**config.mk**
```make
export PLATFORM = sky130hd
export DESIGN_NAME = pcm_audio_depacketizer_top
export DESIGN_NICKNAME = d
export VERILOG_FILES = /design/src/sv/pcm_dp_pkg.sv /design/src/sv/pcm_dp_time.sv /design/src/sv/pcm_audio_depacketizer_top.sv
export SDC_FILE = /design/constraint.sdc
export NUM_CORES = 1
export LEC_CHECK = 0
export BUFFER_PORTS_ARGS = -buffer_cell sky130_fd_sc_hd__buf_2
export CAP_MARGIN = 5
export CORE_MARGIN = 10
export CORE_UTILIZATION = 55
export DETAILED_ROUTE_END_ITERATION = 10
export PLACE_DENSITY = 0.76
export SLEW_MARGIN = 20
export SYNTH_ARGS = -nofsm -noshare
export SYNTH_HDL_FRONTEND = slang
export SYNTH_SLANG_ARGS = --single-unit
```
**constraint.sdc**
```tcl
create_clock -name clk -period 15.21 [get_ports clk]
set_input_delay 3.042 -clock clk [delete_from_list [all_inputs] [get_ports clk]]
set_output_delay 3.042 -clock clk [all_outputs]
set_load 0.1 [all_outputs]
```
**src/sv/pcm_dp_pkg.sv**
```systemverilog
// -----------------------------------------------------------------------------
// PCM depacketizer package
// Field widths, register codes and reset values shared by the block's files.
// -----------------------------------------------------------------------------
package pcm_dp_pkg;

    localparam int BPS_W   = 2;
    localparam int FPB_W   = 14;
    localparam int CH_W    = 4;
    localparam int CFG_W   = 14;
    localparam int SEC_W   = 32;
    localparam int US_W    = 20;
    localparam int TS_W    = 32;
    localparam int DUR_W   = 32;
    localparam int SMP_W   = 24;
    localparam int BYTE_W  = 8;
    localparam int PROD_W  = FPB_W + CH_W;

    // stream payload widths (already whole bytes)
    localparam int IN_TDATA_W  = BYTE_W + TS_W + 2 * (SEC_W + US_W) + DUR_W;
    localparam int OUT_TDATA_W = SMP_W + TS_W + 2 * (SEC_W + US_W) + DUR_W;

    localparam logic [US_W-1:0] US_PER_SECOND = US_W'(1000000);

    // sample width codes
    localparam logic [BPS_W-1:0] BPS_16 = 2'd2;
    localparam logic [BPS_W-1:0] BPS_24 = 2'd3;

    localparam logic [BPS_W-1:0] BPS_RESET = BPS_24;
    localparam logic [FPB_W-1:0] FPB_RESET = 14'd256;
    localparam logic [CH_W-1:0]  CH_RESET  = 4'd2;

    typedef enum logic [1:0] {
        CFG_BYTES_PER_SAMPLE = 2'd0,
        CFG_FRAMES_PER_BLOCK = 2'd1,
        CFG_CHANNEL_COUNT    = 2'd2
    } cfg_reg_t;

    // per-sample command to a time accumulator
    typedef struct packed {
        logic load;     // first sample of a block: take packet time
        logic advance;  // later sample: step one sample period
        logic carry;    // extra microsecond from the fraction
    } time_ctl_t;

endpackage

```
**src/sv/pcm_dp_time.sv**
```systemverilog
// -----------------------------------------------------------------------------
// PCM depacketizer time accumulator
// Holds seconds and whole microseconds; latches a packet time or steps it.
// -----------------------------------------------------------------------------
module pcm_dp_time #(
    parameter int STEP_WHOLE_US = 20
) (
    input  logic                   clk,
    input  logic                   rst_n,
    input  pcm_dp_pkg::time_ctl_t  ctl,
    input  logic [31:0]            sec_in,
    input  logic [19:0]            usec_in,
    output logic [31:0]            sec_next,
    output logic [19:0]            usec_next
);
    import pcm_dp_pkg::*;

    logic [SEC_W-1:0] sec_reg;
    logic [US_W-1:0]  usec_reg;
    logic [SEC_W-1:0] sec_lat;
    logic [US_W-1:0]  usec_lat;
    logic [US_W:0]    usec_sum;
    logic [SEC_W-1:0] sec_step;
    logic [US_W-1:0]  usec_step;

    // fold an out-of-range microseconds value into the seconds
    always_comb
    begin
        if (usec_in >= US_PER_SECOND)
        begin
            usec_lat = usec_in - US_PER_SECOND;
            sec_lat  = sec_in + SEC_W'(1);
        end
        else
        begin
            usec_lat = usec_in;
            sec_lat  = sec_in;
        end
    end

    always_comb
    begin
        usec_sum = {1'b0, usec_reg} + (US_W+1)'(STEP_WHOLE_US) + (US_W+1)'(ctl.carry);
        if (usec_sum >= {1'b0, US_PER_SECOND})
        begin
            usec_step = US_W'(usec_sum - {1'b0, US_PER_SECOND});
            sec_step  = sec_reg + SEC_W'(1);
        end
        else
        begin
            usec_step = usec_sum[US_W-1:0];
            sec_step  = sec_reg;
        end
    end

    always_comb
    begin
        if (ctl.load)
        begin
            sec_next  = sec_lat;
            usec_next = usec_lat;
        end
        else if (ctl.advance)
        begin
            sec_next  = sec_step;
            usec_next = usec_step;
        end
        else
        begin
            sec_next  = sec_reg;
            usec_next = usec_reg;
        end
    end

    always_ff @(posedge clk or negedge rst_n)
    begin
        if (!rst_n)
        begin
            sec_reg  <= '0;
            usec_reg <= '0;
        end
        else if (ctl.load || ctl.advance)
        begin
            sec_reg  <= sec_next;
            usec_reg <= usec_next;
        end
    end

endmodule

```
**src/sv/pcm_audio_depacketizer_top.sv**
```systemverilog
// -----------------------------------------------------------------------------
// PCM audio depacketizer
// Builds Q1.23 samples from RTP L16/L24 payload bytes and tags block ends.
// -----------------------------------------------------------------------------
// Throughput: one payload byte per cycle; s_axis_tready drops only while a
//   result sits in the skid stage behind a stalled output register.
// Output: the result of the byte that completes a sample is registered in the
//   output register, or in the skid stage while the output is stalled.
// Reset (rst_n low, asynchronous): registers return to 24-bit samples,
//   256 frames, 2 channels; counters, phase and output valids clear.
module pcm_audio_depacketizer_top #(
    parameter int SAMPLE_RATE_HZ    = 48000,
    parameter int MAX_BLOCK_SAMPLES = 65536
) (
    input  logic         clk,
    input  logic         rst_n,
    // configuration write port
    input  logic         cfg_we,
    input  logic [1:0]   cfg_index,
    input  logic [13:0]  cfg_data,
    // byte request stream
    input  logic         s_axis_tvalid,
    output logic         s_axis_tready,
    // tdata, low bit up: data_byte[8], rtp_timestamp[32], pres_seconds[32],
    //   pres_micros[20], tx_seconds[32], tx_micros[20], packet_duration[32]
    input  logic [175:0] s_axis_tdata,
    // tuser: packet_start
    input  logic         s_axis_tuser,
    // sample result stream
    output logic         m_axis_tvalid,
    input  logic         m_axis_tready,
    // tdata, low bit up: sample_value[24], block_timestamp[32],
    //   block_pres_seconds[32], block_pres_micros[20], block_tx_seconds[32],
    //   block_tx_micros[20], block_duration[32]
    output logic [191:0] m_axis_tdata,
    // tlast: block_end
    output logic         m_axis_tlast
);
    import pcm_dp_pkg::*;

    // one sample period, split into whole microseconds and a remainder kept
    // in units of 1/SAMPLE_RATE_HZ microsecond
    localparam int STEP_WHOLE_US = 1000000 / SAMPLE_RATE_HZ;
    localparam int STEP_FRAC     = 1000000 % SAMPLE_RATE_HZ;
    localparam int REM_W         = $clog2(SAMPLE_RATE_HZ);
    localparam int CNT_W         = $clog2(MAX_BLOCK_SAMPLES + 1);
    localparam logic [PROD_W-1:0] MAX_P = PROD_W'(MAX_BLOCK_SAMPLES);

    // configuration
    logic [BPS_W-1:0] bps_reg;
    logic [FPB_W-1:0] fpb_reg;
    logic [CH_W-1:0]  ch_reg;

    // per-byte state
    logic [1:0]       phase_reg;
    logic [1:0]       phase_base;
    logic [1:0]       phase_inc;
    logic [15:0]      partial_reg;
    logic [CNT_W-1:0] cnt_reg;
    logic [CNT_W-1:0] cnt_inc;
    logic [TS_W-1:0]  ts_reg;
    logic [TS_W-1:0]  ts_next;
    logic [REM_W-1:0] rem_reg;
    logic [REM_W:0]   rem_sum;
    logic [REM_W-1:0] rem_step;
    logic             rem_carry;

    // unpacked input fields
    logic             in_accept;
    logic [BYTE_W-1:0] in_byte;
    logic [TS_W-1:0]  in_ts;
    logic [SEC_W-1:0] in_pres_s;
    logic [US_W-1:0]  in_pres_us;
    logic [SEC_W-1:0] in_tx_s;
    logic [US_W-1:0]  in_tx_us;
    logic [DUR_W-1:0] in_dur;

    logic             take;
    logic             sample_done;
    logic             first;
    logic             block_done;
    logic [SMP_W-1:0] sample;
    logic [PROD_W-1:0] prod;
    logic [PROD_W-1:0] target_full;
    logic [CNT_W-1:0] target;
    time_ctl_t        tctl;

    logic [SEC_W-1:0] pres_s_next;
    logic [US_W-1:0]  pres_us_next;
    logic [SEC_W-1:0] tx_s_next;
    logic [US_W-1:0]  tx_us_next;

    logic [OUT_TDATA_W-1:0] res_data;

    // output register and skid stage
    logic                   out_valid_reg;
    logic                   out_valid_next;
    logic [OUT_TDATA_W-1:0] out_data_reg;
    logic                   out_last_reg;
    logic                   skid_valid_reg;
    logic                   skid_valid_next;
    logic [OUT_TDATA_W-1:0] skid_data_reg;
    logic                   skid_last_reg;
    logic                   out_load_new;
    logic                   out_load_skid;
    logic                   skid_load;

    assign in_accept  = s_axis_tvalid && s_axis_tready;
    assign in_byte    = s_axis_tdata[7:0];
    assign in_ts      = s_axis_tdata[39:8];
    assign in_pres_s  = s_axis_tdata[71:40];
    assign in_pres_us = s_axis_tdata[91:72];
    assign in_tx_s    = s_axis_tdata[123:92];
    assign in_tx_us   = s_axis_tdata[143:124];
    assign in_dur     = s_axis_tdata[175:144];

    // ---------------------------------------------------------------------
    // Configuration writes; an index past the list is dropped.
    // ---------------------------------------------------------------------
    always_ff @(posedge clk or negedge rst_n)
    begin
        if (!rst_n)
        begin
            bps_reg <= BPS_RESET;
            fpb_reg <= FPB_RESET;
            ch_reg  <= CH_RESET;
        end
        else if (cfg_we)
        begin
            case (cfg_reg_t'(cfg_index))
                CFG_BYTES_PER_SAMPLE: bps_reg <= cfg_data[BPS_W-1:0];
                CFG_FRAMES_PER_BLOCK: fpb_reg <= cfg_data[FPB_W-1:0];
                CFG_CHANNEL_COUNT:    ch_reg  <= cfg_data[CH_W-1:0];
                default: ;
            endcase
        end
    end

    // ---------------------------------------------------------------------
    // Byte assembly. Widths below 16 bits ignore the byte outright; a packet
    // start drops whatever partial sample was held.
    // ---------------------------------------------------------------------
    assign take        = in_accept && (bps_reg >= BPS_16);
    assign phase_base  = s_axis_tuser ? 2'd0 : phase_reg;
    assign phase_inc   = phase_base + 2'd1;
    assign sample_done = take && (phase_inc >= bps_reg);

    // big-endian; 16-bit samples land in the top of the Q1.23 word
    assign sample = (bps_reg == BPS_16) ? {partial_reg[7:0], in_byte, 8'h00}
                                        : {partial_reg, in_byte};

    // ---------------------------------------------------------------------
    // Block counting: size is frames times channels, at least one, at most
    // MAX_BLOCK_SAMPLES. Reaching or passing the size ends the block.
    // ---------------------------------------------------------------------
    assign prod = PROD_W'(fpb_reg) * PROD_W'(ch_reg);

    always_comb
    begin
        if (prod == '0)
            target_full = PROD_W'(1);
        else if (prod > MAX_P)
            target_full = MAX_P;
        else
            target_full = prod;
    end

    assign target     = target_full[CNT_W-1:0];
    assign first      = (cnt_reg == '0);
    assign cnt_inc    = cnt_reg + CNT_W'(1);
    assign block_done = cnt_inc >= target;

    // ---------------------------------------------------------------------
    // Sample-period fraction; a wrap adds one microsecond to both times.
    // ---------------------------------------------------------------------
    always_comb
    begin
        rem_sum = {1'b0, rem_reg} + (REM_W+1)'(STEP_FRAC);
        if (rem_sum >= (REM_W+1)'(SAMPLE_RATE_HZ))
        begin
            rem_step  = REM_W'(rem_sum - (REM_W+1)'(SAMPLE_RATE_HZ));
            rem_carry = 1'b1;
        end
        else
        begin
            rem_step  = rem_sum[REM_W-1:0];
            rem_carry = 1'b0;
        end
    end

    assign tctl.load    = sample_done && first;
    assign tctl.advance = sample_done && !first;
    assign tctl.carry   = rem_carry;

    assign ts_next = first ? in_ts : ts_reg + TS_W'(1);

    always_ff @(posedge clk or negedge rst_n)
    begin
        if (!rst_n)
        begin
            phase_reg   <= '0;
            partial_reg <= '0;
            cnt_reg     <= '0;
            ts_reg      <= '0;
            rem_reg     <= '0;
        end
        else
        begin
            if (take)
            begin
                phase_reg   <= sample_done ? 2'd0 : phase_inc;
                partial_reg <= {partial_reg[7:0], in_byte};
            end
            if (sample_done)
            begin
                cnt_reg <= block_done ? '0 : cnt_inc;
                ts_reg  <= ts_next;
                rem_reg <= first ? '0 : rem_step;
            end
        end
    end

    pcm_dp_time #(
        .STEP_WHOLE_US (STEP_WHOLE_US)
    ) u_pres_time (
        .clk       (clk),
        .rst_n     (rst_n),
        .ctl       (tctl),
        .sec_in    (in_pres_s),
        .usec_in   (in_pres_us),
        .sec_next  (pres_s_next),
        .usec_next (pres_us_next)
    );

    pcm_dp_time #(
        .STEP_WHOLE_US (STEP_WHOLE_US)
    ) u_tx_time (
        .clk       (clk),
        .rst_n     (rst_n),
        .ctl       (tctl),
        .sec_in    (in_tx_s),
        .usec_in   (in_tx_us),
        .sec_next  (tx_s_next),
        .usec_next (tx_us_next)
    );

    // descriptor fields read zero except on the sample that ends a block
    always_comb
    begin
        if (block_done)
            res_data = {in_dur, tx_us_next, tx_s_next, pres_us_next, pres_s_next,
                        ts_next, sample};
        else
            res_data = {(OUT_TDATA_W-SMP_W)'(0), sample};
    end

    // ---------------------------------------------------------------------
    // Output register with skid stage. A new result goes straight to the
    // output when it is free or being taken; otherwise park it in the skid
    // stage and hold the input until the output drains.
    // ---------------------------------------------------------------------
    always_comb
    begin
        out_load_new  = sample_done && (!out_valid_reg || m_axis_tready);
        skid_load     = sample_done && out_valid_reg && !m_axis_tready;
        out_load_skid = skid_valid_reg && m_axis_tready;

        out_valid_next  = out_valid_reg;
        skid_valid_next = skid_valid_reg;
        if (out_load_new || out_load_skid)
            out_valid_next = 1'b1;
        else if (m_axis_tready)
            out_valid_next = 1'b0;
        if (skid_load)
            skid_valid_next = 1'b1;
        else if (out_load_skid)
            skid_valid_next = 1'b0;
    end

    always_ff @(posedge clk or negedge rst_n)
    begin
        if (!rst_n)
        begin
            out_valid_reg  <= 1'b0;
            skid_valid_reg <= 1'b0;
        end
        else
        begin
            out_valid_reg  <= out_valid_next;
            skid_valid_reg <= skid_valid_next;
        end
    end

    always_ff @(posedge clk)
    begin
        if (out_load_new)
        begin
            out_data_reg <= res_data;
            out_last_reg <= block_done;
        end
        else if (out_load_skid)
        begin
            out_data_reg <= skid_data_reg;
            out_last_reg <= skid_last_reg;
        end
        if (skid_load)
        begin
            skid_data_reg <= res_data;
            skid_last_reg <= block_done;
        end
    end

    assign s_axis_tready = !skid_valid_reg;
    assign m_axis_tvalid = out_valid_reg;
    assign m_axis_tdata  = out_data_reg;
    assign m_axis_tlast  = out_last_reg;

endmodule

```
==> metrics.cfg, run 1 <==
[placement]
port_buffers = 392
hpwl_microns = 63100
gp_congestion = 0.925

[detailed_routing]
drt-met1-wl_microns = 38800
ant_nets = 0
met2_length_microns = 44100
route.met3.wl_microns = 6420
drc_errors = 0
vias = 26000
vias_per_cell = 6.06
wire_per_inst_microns = 21.5
drt_first_iter_violations = 2704
drtPass1Iterations = 5
highest-signal-layer = met5
drt_wl_total_microns = 92200

[clocking]
post-cts-setup-buffers = 0
cts_resized = 0
clock_sinks = 589
numCtsBuffers = 66
clk-insertion-delay-late_ns = 0.61
clockBufferDepth = 3
ctsHoldBuffers = 0
cts_tree = yes
path_clk_slew_ns = 0.06
htree_levels = 3
root_buffer = clkbuf_16

[layout]
syn2layout_area_growth_pct = 14.7
final_common_cell = buf_2
mostFrequentLayoutCells = buf_2, edfxtp_1, nand2_1
drive_gt1_frac = 0.205
final_nets = 3742
final_core_util = 0.639

[floorplan]
start_util = 0.557
io_pins = 393
die_y_microns = 265
core_sq_um = 59100
dieWidth_microns = 265
dieArea_sq_um = 70100
rows = 89

[synthesis]
synth_warnings = 0
synth_area_per_cell_sq_um = 10.4
async_reset_ff_frac = 0.345
synthCells = 3156
synth-seq-cells = 589
yosysSeqAreaShare = 0.506
synthFlopType = edfxtp_1
synth_edf_count = 386
syn_nets = 3441
yosysUniqueCellTypes = 80
syn-cell-area_sq_um = 32900

[critical_path]
crit_buf_inv = 4
crit_type = flop to flop
critPathRequiredTime_ns = 15.56
endpoint_kind = flop
cpPeakStageDelay_ns = 0.78
cpMaxStageDelayCell = a21oi_1
crit_arrival_ns = 9.83
crit_fanout = 65
start_kind = flop
crit_family = compound AO/OA/AOI/OAI gates

[global_route]
grt_max_degree = 166
overflow = 0
grt_pass1_vias = 25200
grt_usage = 0.255
antenna_found_initial = 8
grt_pass1_wl_microns = 144000

[timing]
max_freq_ghz = 0.105
rsz0062_at_grt = no
setup_tns_ns = 0
finalClockSkew_ns = 0.0296
period_share = 0.623
worstMarginPinSlew_ns = 1.10
slew_viol_final = 0
setup_violations = 0
finalHoldViolCount = 0
period_minus_slack_ns = 9.48
relSlewSlack = 0.261

[flow_run]
max_cap_violations = 0

[power]
pwr_density_cell_nw_per_um2 = 187
leakage_nw = 14.6
vdd_drop_max_v = 0.000123

[outcome]
outcome = completed

[worst_hold_path]
hold_class = flop to flop

==> area by class of cell <==
| class | count | area (sq um) |
|---|---|---|
| repair buffers | 422 | 2220 |
| fillers | 4761 | 21300 |
| clock buffers | 82 | 1800 |
| clock inverters | 40 | 517 |
| inverters | 123 | 463 |
| multi-input cells | 2255 | 15100 |
| well taps | 773 | 967 |
| flip-flops and latches | 589 | 16700 |
| diodes | 9 | 22.5 |
==> cell usage after synthesis, types with 17 or more instances <==
cell / count / area [sq um]
nor4_1: 34 / 213
o211ai_1: 19 / 143
a21o_1: 20 / 150
a211oi_1: 52 / 390
mux2_2: 123 / 1390
and2_1: 146 / 913
clkbuf_1: 137 / 514
a31oi_1: 41 / 257
edfxtp_1: 386 / 11600
a22o_1: 48 / 420
xnor2_1: 139 / 1220
nor3_1: 59 / 295
xor2_1: 74 / 648
o22ai_1: 25 / 156
ha_1: 63 / 788
a21oi_1: 133 / 666
and4_1: 22 / 193
o22a_1: 22 / 193
and3_1: 39 / 244
nand4_1: 47 / 294
nand3_1: 101 / 505
a2111oi_2: 19 / 285
o21a_1: 20 / 150
nand2_1: 366 / 1370
nor2_1: 227 / 852
or4_1: 17 / 128
o31ai_1: 49 / 368
o21ai_0: 121 / 606
dfrtp_1: 199 / 4980
buf_1: 32 / 120
inv_1: 123 / 462
nand2b_1: 17 / 106
fa_1: 24 / 480
==> through the flow <==
step	power (mW)	cell area (sq um)	std cells	hold slack [ns]	setup slack, ns
6_report	7.08	37800	4293	0.505	5.73
5_1_grt	7.49	37800	4290	0.514	4.85
4_1_cts	7.09	37800	4284	0.507	5.71
3_5_place_dp	5.37	35400	4162	0.493	5.75
3_3_place_gp	5.32	35400	4162	0.486	5.93
2_1_floorplan	4.69	32900	3156	0.467	1.84
==> tightest hold or removal path: stages, from the launching register on <==
cell and delay [ns]:
dfrtp_1 0.36, nand2_1 0.05, o21ai_0 0.06
==> power breakdown <==
group | switching [mW] | internal, mW | total (mW) | leakage, nW
combinational | 2.04 | 0.895 | 2.93 | 7.56
clock | 0.676 | 1.02 | 1.70 | 1.13
sequential | 0.348 | 2.10 | 2.44 | 5.94
total | 3.06 | 4.02 | 7.08 | 14.6
==> layer usage <==
metal	vias up	track usage
met5	-	0
met1	12700	0.339
met3	140	0.0410
li1	12200	-
met2	980	0.418
met4	2	0.0944
==> kinds of logic after synthesis <==
logic type / count (synthesis) / synth area share
AO/OA/AOI/OAI: 676 / 0.145
adder cells (fa/ha/maj): 88 / 0.0388
buffers and inverters: 312 / 0.0370
AND/OR/NAND/NOR: 1139 / 0.170
XOR/XNOR: 213 / 0.0566
multiplexers: 139 / 0.0469
flip-flops: 589 / 0.506
==> worst paths after layout <==
path	startpoint	endpoint	slack, ns	cells past startpoint
setup / recovery	ch_reg[1]	m_axis_tdata[172]	5.73	26
hold / removal	phase_reg[1]	phase_reg[1]	0.51	2
setup reg to reg	ch_reg[1]	m_axis_tdata[172]	5.73	26
hold reg to reg	phase_reg[1]	phase_reg[1]	0.51	2
max in group asynchronous	rst_n	u_pres_time.usec_reg[11]	11.30	2
min in group asynchronous	rst_n	fpb_reg[13]	2.48	1
Note: power is estimated with default switching activity, not from simulation.
==> inputs of run 2 (changes only) <==
--- a/config.mk
+++ b/config.mk
@@ -8,9 +8,9 @@
 export BUFFER_PORTS_ARGS = -buffer_cell sky130_fd_sc_hd__buf_2
 export CAP_MARGIN = 5
 export CORE_MARGIN = 10
-export CORE_UTILIZATION = 55
+export CORE_UTILIZATION = 54
 export DETAILED_ROUTE_END_ITERATION = 10
-export PLACE_DENSITY = 0.76
+export PLACE_DENSITY = 0.78
 export SLEW_MARGIN = 20
 export SYNTH_ARGS = -nofsm -noshare
 export SYNTH_HDL_FRONTEND = slang
==> constraint.sdc (replaced) <==
create_clock -name clk -period 8 [get_ports clk]
set_input_delay 1.6 -clock clk [delete_from_list [all_inputs] [get_ports clk]]
set_output_delay 1.6 -clock clk [all_outputs]
set_load 0.1 [all_outputs]
==> run 2 against run 1 <==
Compared with the run above: fmax is 27% higher; non-clock buffer count is 10 higher; die area is 1.7% higher; clock skew is 0.0027 ns lower; critical path type unchanged.
==> metrics.cfg, run 2 (same netlist as run 1, synthesis figures left out) <==
[timing]
relSlewSlack = 0.328  ; +0.0664
setup_tns_ns = 0  ; unchanged
setup_violations = 0  ; unchanged
period_minus_slack_ns = 7.47  ; -2.01 ns
period_share = 0.934  ; +0.311
worstMarginPinSlew_ns = 0.999  ; -0.0987 ns
finalHoldViolCount = 0  ; unchanged
rsz0062_at_grt = no
whs_ns = 0.507  ; +0.00140 ns
slew_viol_final = 0  ; unchanged
finalClockSkew_ns = 0.0268  ; -0.00274 ns
max_freq_ghz = 0.134  ; +27%

[placement]
gp_congestion = 0.939  ; +1.5%
port_buffers = 392  ; unchanged
hpwl_microns = 63900  ; +1.2%

[clocking]
clock_sinks = 589  ; unchanged
ctsHoldBuffers = 0  ; unchanged
numCtsBuffers = 67  ; +1.5%
cts_tree = yes
clockBufferDepth = 3  ; unchanged
clk-insertion-delay-late_ns = 0.61  ; about the same
htree_levels = 3  ; unchanged
root_buffer = clkbuf_16
path_clk_slew_ns = 0.07  ; about the same

[global_route]
overflow = 0  ; unchanged
grt_max_degree = 139  ; -16%
grt_pass1_wl_microns = 144000  ; +0.30%
antenna_found_initial = 12  ; +4
grt_pass1_vias = 25300  ; +0.64%
grt_usage = 0.254  ; -0.000824

[critical_path]
endpoint_kind = flop
crit_fanout = 39  ; -40%
crit_arrival_ns = 7.82  ; -2.01 ns
critical_path.startpoint = ch_reg[1]
crit_top_cell = fa_1
r2r-start = ch_reg[1]
start_kind = flop
cpPeakStageDelay_ns = 0.66  ; -0.12 ns
critPathRequiredTime_ns = 8.35  ; -7.21 ns
crit_buf_inv = 4  ; unchanged
cpMaxStageDelayCell = dfstp_2
crit_family = compound AO/OA/AOI/OAI gates
crit_type = flop to flop

[layout]
drive_gt1_frac = 0.203  ; -0.00166
fillers = 4861  ; +2.1%
final_nets = 3753  ; +0.29%
final_common_cell = buf_2
mostFrequentLayoutCells = buf_2, edfxtp_1, nand2_1
regArea_sq_um = 16700  ; about the same
multi_input_area_sq_um = 15100  ; about the same
syn2layout_area_growth_pct = 14.6  ; about the same

[floorplan]
io_pins = 393  ; unchanged
dieWidth_microns = 267  ; +0.85%
start_util = 0.546  ; -0.0113
rows = 90  ; +1.1%
dieArea_sq_um = 71300  ; +1.7%
core_sq_um = 60400  ; +2.1%
die_y_microns = 267  ; +0.85%

[flow_run]
max_cap_violations = 0  ; unchanged

[detailed_routing]
vias_per_cell = 6.09  ; +0.45%
drt_first_iter_violations = 2686  ; -0.67%
drtPass1Iterations = 6  ; +1
wire_per_inst_microns = 21.5  ; +0.28%
vias = 26200  ; +0.83%
drt_wl_total_microns = 92800  ; +0.65%
ant_nets = 0  ; unchanged
drc_errors = 0  ; unchanged

[power]
leakage_nw = 14.6  ; -0.15%
vdd_drop_max_v = 0.000236  ; +92%
pwr_density_cell_nw_per_um2 = 352  ; +88%

[worst_hold_path]
min_from = partial_reg[15]
hold_class = flop to flop

[outcome]
outcome = completed

==> run 2: cell types whose count changed in the layout (fill, tap and decap cells not counted), moves of 4 or more <==
cell / previous run / this run
clkbuf_1: 9 / 23
bufinv_16: 10 / 4
buf_4: 28 / 33
clkinv_2: 15 / 10
clkinvlp_4: 5 / 0
buf_12: 2 / 6
==> run 2: per-layer routing <==
| layer | GRT usage | vias to the layer above | wire length, microns |
|---|---|---|---|
| li1 | - | 12200 | - |
| met1 | 0.343 | 12700 | 38800 |
| met2 | 0.401 | 1161 | 42700 |
| met3 | 0.0572 | 200 | 8380 |
| met4 | 0.0849 | 14 | 2920 |
| met5 | 0 | - | 105 |
==> run 2: cell type report <==
cell class | instances | share of cell area
Multi-Input combinational cell | 2255 | 0.400
Tap cell | 782 | 0.0259
Timing Repair Buffer | 432 | 0.0622
Inverter | 123 | 0.0123
Clock inverter | 24 | 0.00689
Clock buffer | 97 | 0.0501
Sequential cell | 589 | 0.442
Antenna cell | 7 | 0.000464
==> run 2: path summary, 6_finish.rpt <==
path	slack [ns]	endpoint	depth (start not counted)
worst max-delay path	0.53	m_axis_tdata[173]	25
worst min-delay path	0.51	partial_reg[15]	1
worst min register to register	0.51	partial_reg[15]	1
max in group asynchronous	5.55	ch_reg[3]	2
min in group asynchronous	0.97	u_pres_time.sec_reg[13]	1
worst max register to register	0.53	m_axis_tdata[173]	25
==> run 2: what timing repair did <==
| action | CTS | global route |
|---|---|---|
| setup endpoints to repair | 0 | 202 |
| setup buffers | 0 | 0 |
| gates resized for setup | 0 | 6 |
==> run 2: per-stage QoR <==
step / utilization / std cells / worst slack, ns / total power [mW] / area, sq um
after floorplan: - / 3156 / 0.0996 / 8.91 / 32900
after global placement: 0.589 / 4181 / 0.446 / 10.1 / 35600
after detailed placement: 0.589 / 4181 / 0.234 / 10.2 / 35600
after CTS: 0.625 / 4302 / 0.200 / 13.3 / 37700
after global routing: 0.626 / 4305 / 0.0599 / 14.1 / 37800
final: 0.626 / 4309 / 0.529 / 13.3 / 37800
==> run 2: where the power goes <==
part	total, mW	switching (mW)	internal (mW)	leakage [nW]
logic	5.59	3.87	1.72	7.62
clock network	3.06	1.27	1.79	1.06
registers	4.64	0.662	3.98	5.94
